<file path="src/sds_pkg.sv">
// Shared types and codes for the sample drill sequencer.
// No dependencies; imported by every module of the block.
package sds_pkg;

    localparam logic [1:0] CMD_UPDATE  = 2'd0;
    localparam logic [1:0] CMD_PREPARE = 2'd1;
    localparam logic [1:0] CMD_DRILL   = 2'd2;
    localparam logic [1:0] CMD_COLLECT = 2'd3;

    localparam logic [2:0] MODE_UNKNOWN    = 3'd0;
    localparam logic [2:0] MODE_PREPARING  = 3'd1;
    localparam logic [2:0] MODE_READY      = 3'd2;
    localparam logic [2:0] MODE_DRILLING   = 3'd3;
    localparam logic [2:0] MODE_COLLECTING = 3'd4;
    localparam logic [2:0] MODE_CLEANING   = 3'd5;

    localparam logic [2:0] DRL_UNKNOWN    = 3'd0;
    localparam logic [2:0] DRL_READY      = 3'd1;
    localparam logic [2:0] DRL_DRILLING   = 3'd2;
    localparam logic [2:0] DRL_CLEANING   = 3'd3;
    localparam logic [2:0] DRL_RETRIEVING = 3'd4;

    localparam logic [1:0] CNT_CLOSED = 2'd1;
    localparam logic [1:0] CNT_READY  = 2'd2;

    localparam int ACT_CLOSE     = 0;
    localparam int ACT_NEXT      = 1;
    localparam int ACT_TARE      = 2;
    localparam int ACT_HOME      = 3;
    localparam int ACT_DRILL     = 4;
    localparam int ACT_RETRACT   = 5;
    localparam int ACT_STOPCLEAN = 6;
    localparam int ACT_STOPRETR  = 7;
    localparam int ACT_RETRIEVE  = 8;
    localparam int ACT_CLEAN     = 9;
    localparam int ACT_W         = 10;

    localparam logic [1:0] CFG_DRILL_DUR   = 2'd0;
    localparam logic [1:0] CFG_RETR_TMO    = 2'd1;
    localparam logic [1:0] CFG_CLEAN_DUR   = 2'd2;
    localparam logic [1:0] CFG_TARGET_WGT  = 2'd3;

    typedef struct packed {
        logic [31:0]        drill_duration_ms;
        logic [31:0]        retrieve_timeout_ms;
        logic [31:0]        clean_duration_ms;
        logic signed [23:0] weight_goal;
    } t_cfg;

    typedef struct packed {
        logic [1:0]         command;
        logic [2:0]         drill_status;
        logic [1:0]         container_status;
        logic signed [23:0] sample_weight;
        logic [31:0]        now_ms;
    } t_item;

    typedef struct packed {
        logic [2:0]  mode;
        logic [31:0] drill_start;
        logic [31:0] retrieve_start;
        logic [31:0] clean_start;
    } t_state;

endpackage

</file>
<file path="src/sds_cfg.sv">
// Configuration register file of the sample drill sequencer.
// Depends on sds_pkg for the register indexes and the t_cfg bundle.
module sds_cfg
    import sds_pkg::*;
(
    input  logic        i_clk,
    input  logic        i_rst_n,
    input  logic        i_wr,
    input  logic [1:0]  i_index,
    input  logic [31:0] i_data,
    output t_cfg        o_cfg
);

    t_cfg r_cfg;

    always_ff @(posedge i_clk) begin
        if (!i_rst_n) begin
            r_cfg.drill_duration_ms   <= 32'd10000;
            r_cfg.retrieve_timeout_ms <= 32'd30000;
            r_cfg.clean_duration_ms   <= 32'd5000;
            r_cfg.weight_goal         <= 24'sd1000;
        end else if (i_wr) begin
            case (i_index)
                CFG_DRILL_DUR:  r_cfg.drill_duration_ms   <= i_data;
                CFG_RETR_TMO:   r_cfg.retrieve_timeout_ms <= i_data;
                CFG_CLEAN_DUR:  r_cfg.clean_duration_ms   <= i_data;
                CFG_TARGET_WGT: r_cfg.weight_goal         <= $signed(i_data[23:0]);
                default: ;
            endcase
        end
    end

    assign o_cfg = r_cfg;

endmodule

</file>
<file path="src/sds_step.sv">
// Next-state and action logic for one command of the sample drill sequencer.
// Depends on sds_pkg for codes and the t_cfg, t_item and t_state bundles.
module sds_step
    import sds_pkg::*;
(
    input  t_cfg              i_cfg,
    input  t_item             i_item,
    input  t_state            i_state,
    output t_state            o_state,
    output logic [ACT_W-1:0]  o_actions
);

    logic [31:0] drill_elapsed;
    logic [31:0] retr_elapsed;
    logic [31:0] clean_elapsed;
    logic        drill_done;
    logic        retr_done;
    logic        clean_done;
    logic        cnt_ready;

    assign drill_elapsed = i_item.now_ms - i_state.drill_start;
    assign retr_elapsed  = i_item.now_ms - i_state.retrieve_start;
    assign clean_elapsed = i_item.now_ms - i_state.clean_start;
    assign drill_done    = drill_elapsed >= i_cfg.drill_duration_ms;
    assign clean_done    = clean_elapsed >= i_cfg.clean_duration_ms;
    assign retr_done     = (retr_elapsed >= i_cfg.retrieve_timeout_ms)
                         || ($signed(i_item.sample_weight) >= $signed(i_cfg.weight_goal));
    assign cnt_ready     = i_item.container_status == CNT_READY;

    always_comb begin
        o_state   = i_state;
        o_actions = '0;
        case (i_item.command)
            CMD_PREPARE: begin
                if (i_state.mode == MODE_UNKNOWN || i_state.mode == MODE_PREPARING) begin
                    o_state.mode = MODE_PREPARING;
                    if (i_item.container_status != CNT_CLOSED)
                        o_actions[ACT_CLOSE] = 1'b1;
                    case (i_item.drill_status)
                        DRL_UNKNOWN:    o_actions[ACT_HOME]      = 1'b1;
                        DRL_DRILLING:   o_actions[ACT_RETRACT]   = 1'b1;
                        DRL_CLEANING:   o_actions[ACT_STOPCLEAN] = 1'b1;
                        DRL_RETRIEVING: o_actions[ACT_STOPRETR]  = 1'b1;
                        default: ;
                    endcase
                end
            end
            CMD_DRILL: begin
                if (i_state.mode == MODE_READY) begin
                    o_state.mode        = MODE_DRILLING;
                    o_state.drill_start = i_item.now_ms;
                    o_actions[ACT_DRILL] = 1'b1;
                end
            end
            CMD_COLLECT: begin
                if (i_state.mode == MODE_READY) begin
                    o_state.mode        = MODE_COLLECTING;
                    o_actions[ACT_NEXT] = 1'b1;
                end
            end
            default: begin
                case (i_state.mode)
                    MODE_UNKNOWN, MODE_PREPARING: begin
                        if (i_item.drill_status == DRL_READY
                            && i_item.container_status == CNT_CLOSED)
                            o_state.mode = MODE_READY;
                    end
                    MODE_DRILLING: begin
                        if (i_item.drill_status == DRL_READY)
                            o_state.mode = MODE_READY;
                        else if (i_item.drill_status == DRL_DRILLING && drill_done)
                            o_actions[ACT_RETRACT] = 1'b1;
                    end
                    MODE_COLLECTING: begin
                        if (cnt_ready && i_item.drill_status != DRL_RETRIEVING) begin
                            o_actions[ACT_TARE]     = 1'b1;
                            o_actions[ACT_RETRIEVE] = 1'b1;
                            o_state.retrieve_start  = i_item.now_ms;
                        end else if (cnt_ready && retr_done) begin
                            o_actions[ACT_STOPRETR] = 1'b1;
                            o_actions[ACT_CLEAN]    = 1'b1;
                            o_state.clean_start     = i_item.now_ms;
                            o_state.mode            = MODE_CLEANING;
                        end
                    end
                    MODE_CLEANING: begin
                        if (cnt_ready && i_item.drill_status == DRL_CLEANING && clean_done) begin
                            o_actions[ACT_STOPCLEAN] = 1'b1;
                            o_actions[ACT_CLOSE]     = 1'b1;
                        end else if (i_item.container_status == CNT_CLOSED) begin
                            o_state.mode = MODE_READY;
                        end
                    end
                    default: ;
                endcase
            end
        endcase
    end

endmodule

</file>
<file path="src/sample_drill_sequencer_core.sv">
// Top level of the sample drill sequencer: input register, step logic, result register.
// Depends on sds_pkg, sds_cfg and sds_step.
// Two register stages: the input register feeds the step logic, whose result goes to the result register.
// One item per cycle while i_stall is low; a stalled result holds a full input register and raises o_stall.
// Reset (synchronous, active low) sets mode unknown, start times zero, configuration registers to defaults.
module sample_drill_sequencer_core
    import sds_pkg::*;
(
    input  logic               i_clk,
    input  logic               i_rst_n,
    input  logic               i_valid,
    output logic               o_stall,
    input  logic [1:0]         i_command,
    input  logic [2:0]         i_drill_status,
    input  logic [1:0]         i_container_status,
    input  logic signed [23:0] i_sample_weight,
    input  logic [31:0]        i_now_ms,
    output logic               o_valid,
    input  logic               i_stall,
    output logic [2:0]         o_system_mode,
    output logic [ACT_W-1:0]   o_actions,
    input  logic               i_cfg_valid,
    output logic               o_cfg_ready,
    input  logic [1:0]         i_cfg_index,
    input  logic [31:0]        i_cfg_data
);

    t_cfg             cfg;
    t_item            r_item;
    logic             r_in_valid;
    t_state           r_state;
    t_state           n_state;
    logic [ACT_W-1:0] n_actions;
    logic             r_out_valid;
    logic [2:0]       r_mode_out;
    logic [ACT_W-1:0] r_actions;
    logic             advance;
    logic             load;

    assign o_cfg_ready = 1'b1;

    sds_cfg u_cfg (
        .i_clk   (i_clk),
        .i_rst_n (i_rst_n),
        .i_wr    (i_cfg_valid && o_cfg_ready),
        .i_index (i_cfg_index),
        .i_data  (i_cfg_data),
        .o_cfg   (cfg)
    );

    sds_step u_step (
        .i_cfg     (cfg),
        .i_item    (r_item),
        .i_state   (r_state),
        .o_state   (n_state),
        .o_actions (n_actions)
    );

    assign advance = r_in_valid && (!r_out_valid || !i_stall);
    assign o_stall = r_in_valid && !advance;
    assign load    = i_valid && !o_stall;

    always_ff @(posedge i_clk) begin
        if (!i_rst_n) begin
            r_in_valid  <= 1'b0;
            r_out_valid <= 1'b0;
            r_state     <= '0;
        end else begin
            if (load)
                r_in_valid <= 1'b1;
            else if (advance)
                r_in_valid <= 1'b0;
            if (advance) begin
                r_out_valid <= 1'b1;
                r_state     <= n_state;
            end else if (!i_stall) begin
                r_out_valid <= 1'b0;
            end
        end
    end

    always_ff @(posedge i_clk) begin
        if (load) begin
            r_item.command          <= i_command;
            r_item.drill_status     <= i_drill_status;
            r_item.container_status <= i_container_status;
            r_item.sample_weight    <= i_sample_weight;
            r_item.now_ms           <= i_now_ms;
        end
        if (advance) begin
            r_mode_out <= n_state.mode;
            r_actions  <= n_actions;
        end
    end

    assign o_valid       = r_out_valid;
    assign o_system_mode = r_mode_out;
    assign o_actions     = r_actions;

endmodule

</file>
<file path="config.mk">
export PLATFORM = sky130hd
export DESIGN_NAME = sample_drill_sequencer_core
export DESIGN_NICKNAME = d
export VERILOG_FILES = /design/src/sds_pkg.sv /design/src/sds_cfg.sv /design/src/sds_step.sv /design/src/sample_drill_sequencer_core.sv
export SDC_FILE = /design/constraint.sdc
export NUM_CORES = 1
export LEC_CHECK = 0
export ABC_AREA = 1
export BUFFER_PORTS_ARGS = -buffer_cell sky130_fd_sc_hd__buf_2
export CORE_MARGIN = 1.5
export CORE_UTILIZATION = 45
export DETAILED_ROUTE_END_ITERATION = 12
export GPL_ROUTABILITY_DRIVEN = 0
export MAX_ROUTING_LAYER = met4
export SKIP_CTS_REPAIR_TIMING = 1
export SLEW_MARGIN = 40
export SYNTH_ARGS = -nofsm -noshare
export SYNTH_HDL_FRONTEND = slang
export SYNTH_SLANG_ARGS = --single-unit
</file>
<file path="constraint.sdc">
create_clock -name i_clk -period 8.45 [get_ports i_clk]
set_input_delay 1.69 -clock i_clk [delete_from_list [all_inputs] [get_ports i_clk]]
set_output_delay 1.69 -clock i_clk [all_outputs]
set_load 0.03 [all_outputs]
</file>
==> metrics.txt <==
outcome=complete, no violations; Slew @ Worst Pin=0.801 ns; P_leak=8.55 nW; share of async-settable or async-resettable flops after synthesis=0; WS Path Type=flip-flop to flip-flop; unique cell type count in the Yosys netlist=55; hold endpoint=r_state[68]; Achievable Freq=196 MHz; Critical Path Source Type=flip-flop; Area growth, synth to finish=11.7%; final setup violating endpoints=0; initial antenna violation count=1; Worst Reg2Reg Path Length in Cells=23; largest net degree at the start of global routing=100; filler instances=3911; First DRT Iteration DRCs=1013; R2R Setup Slk=3.34 ns; Worst Path Required=8.85 ns; Post-Route Utilization=0.512; first-pass GRT wire length=78700 um; Nets=2723; #FFs+latches synth=296; total gr overflow=0; count of flip-flops with a built-in enable after synthesis=75; pwr/cell area=184 nW/um^2; DPL Wire Length=39200 um; Rows=73; Reg2Reg Launch Point=r_item[18]; setup TNS=0 ns; Reg clk slew, reported paths=0.06 ns; Mapped Cells=2318; port bufs=116; I/O pin cnt=118; DR WL/cell=17.1 um; placed standard-cell area=19300 um^2; Syn Std Cell Area=18300 um^2; clock sinks=296; Worst-Skew Late Latency=0.56 ns; Syn. warnings=0; commonest non-fill, non-tap cell in the layout=inv_1; Final Cycle Share=0.605; worst r2r dst=r_state[31]; most frequent cells in the layout=inv_1 (344), a21oi_1 (328), nand2_1 (302), o21ai_0 (231), dfxtp_1 (221); Max Root-Sink Buffers=3; Residual DRC=0; vias in the first global route=14400; register area share after synthesis=0.364; die area=42000 um^2; final hold viol count=0; RSZ-0062 raised after global routing=no; Critical Path Fanout Max=33; HP Start=r_state[68]; Die W=205 um; worst hold stages=2; Initial Util=0.458; worst rel slew slack=0.466; max-slew violation count=0; Routed WL=50600 um; clock skew=0.0201 ns; Max-Cap Viols=0; CTS tree=yes; die span in y=205 um; post-synth net total=2636; Peak VDD IR=150 uV; H-tree levels=2; layout cells sized above 1=0.110; Core ar.=40000 um^2; synthesized area per cell=7.91 um^2; Hold Crit Class=flip-flop to flip-flop; vias post-DR=15700; Design Area, Final=20500 um^2; routed vias/inst=5.30; GRT Overall Usage=0.250; shortest period the worst path allows=5.11 ns; CP Capture Type=flip-flop; crit path DAT=5.51 ns; Main synth FF type=dfxtp_1; CTS Buf Count=35; remaining antenna violation count=0; DRT Pass-1 Iters=5; root buffer cell=clkbuf_16
[cell type report]
cell class,instances,area [um^2],area share
diodes,1,2.50,0.000122
repair buffers,125,658,0.0321
well taps,525,657,0.0321
clock inverters,13,106,0.00519
inverters,354,1330,0.0649
flip-flops and latches,296,6680,0.326
clock buffers,51,1060,0.0518
multi-input cells,1593,10000,0.488
[worst max-delay path by stage]
stage	cells past startpoint	slack [ns]	end	from
after floorplan	2	4.53	o_stall	i_stall
after global placement	23	3.56	r_state[31]	r_item[18]
after detailed placement	23	3.46	r_state[31]	r_item[18]
after CTS	23	3.43	r_state[31]	r_item[18]
after global routing	23	2.88	r_state[31]	r_item[18]
final	23	3.34	r_state[31]	r_item[18]
[flip-flops by register name, indices dropped and copies added, names as in the netlist]
register / flops
r_item: 63
o_actions: 9
o_valid: 1
o_system_mode: 3
r_in_valid: 1
u_cfg.o_cfg: 120
r_state: 99
[logic make-up (layout without fill, tap and decap cells)]
family,after synthesis,count (layout),share of synthesized area
compound gates,691,691,0.209
xor+xnor,92,92,0.0439
fa+ha+maj,216,216,0.149
buf+inv,429,543,0.0925
flops,296,296,0.364
other cells,1,2,0.000205
simple gates,593,593,0.142
[cell usage after synthesis (3+ instances only)]
library cell  count  share of area
nor3_1           24         0.0066
o21ai_2           3         0.0014
inv_2             6         0.0012
nand2_1         304          0.062
xor2_1           67          0.032
nand3_1          50          0.014
a21oi_2          31          0.015
o21a_1           13         0.0053
a221oi_1          3         0.0014
nor2_1          116          0.024
buf_12            3         0.0033
o21ai_0         231          0.063
o221ai_1          5         0.0024
nor4_1            3         0.0010
o21bai_1          6         0.0025
edfxtp_1         75           0.12
a21boi_1          5         0.0020
ha_1            213           0.15
buf_4             6         0.0025
o21ai_1          11         0.0030
nand4_1          52          0.018
inv_1           346          0.071
clkbuf_1         58          0.012
fa_1              3         0.0033
a21o_1           12         0.0049
o2111ai_1         3         0.0014
xnor2_1          25          0.012
o211ai_1         20         0.0082
dfxtp_1         221           0.24
buf_2             5         0.0014
a21oi_1         328          0.090
a31oi_1           8         0.0027
nand2_2          31          0.011
[metal layers]
layer | up-vias | share of wire | wire [um] | global-route usage
li1 | 8035 | - | - | -
met1 | 7151 | 0.45 | 22800 | 0.314
met2 | 388 | 0.46 | 23400 | 0.398
met3 | 94 | 0.048 | 2430 | 0.0426
met4 | 0 | 0.038 | 1940 | 0.0993
met5 | - | 0 | 0 | -
[report_power, final]
group | leakage (nW) | switching [W] | internal [W]
combinational | 5.44 | 0.000451 | 0.000245
clock | 0.576 | 0.000621 | 0.000908
sequential | 2.53 | 0.0000333 | 0.00151
[per-stage QoR]
| stage | hold WS [ns] | power, W | setup slack (ns) | std cells |
|---|---|---|---|---|
| after floorplan | 0.433 | 0.00204 | 4.53 | 2318 |
| final | 0.458 | 0.00377 | 3.34 | 2958 |
| after global placement | 0.443 | 0.00225 | 3.56 | 2893 |
| after detailed placement | 0.451 | 0.00226 | 3.46 | 2893 |
| after CTS | 0.460 | 0.00380 | 3.43 | 2957 |
| after global routing | 0.475 | 0.00396 | 2.88 | 2958 |
[critical path, cell delays in order (launching register included)]
cell      delay [ns]
edfxtp_1        0.49
ha_1            0.44
nand2_1         0.10
nor2_1          0.09
inv_1           0.06
nor3_1          0.38
nand2_1         0.09
o21ai_0         0.56
a21o_1          0.24
nand2_1         0.06
nand2_1         0.07
xor2_1          0.07
ha_1            0.27
nand2_1         0.06
nor2_1          0.12
nand2_1         0.10
nor2_1          0.17
nand4_1         0.10
nand3_1         0.15
or2_1           0.12
buf_4           0.35
nand3_4         0.55
nand2_1         0.21
a21oi_1         0.08
Power figures use the tool's default switching activity.
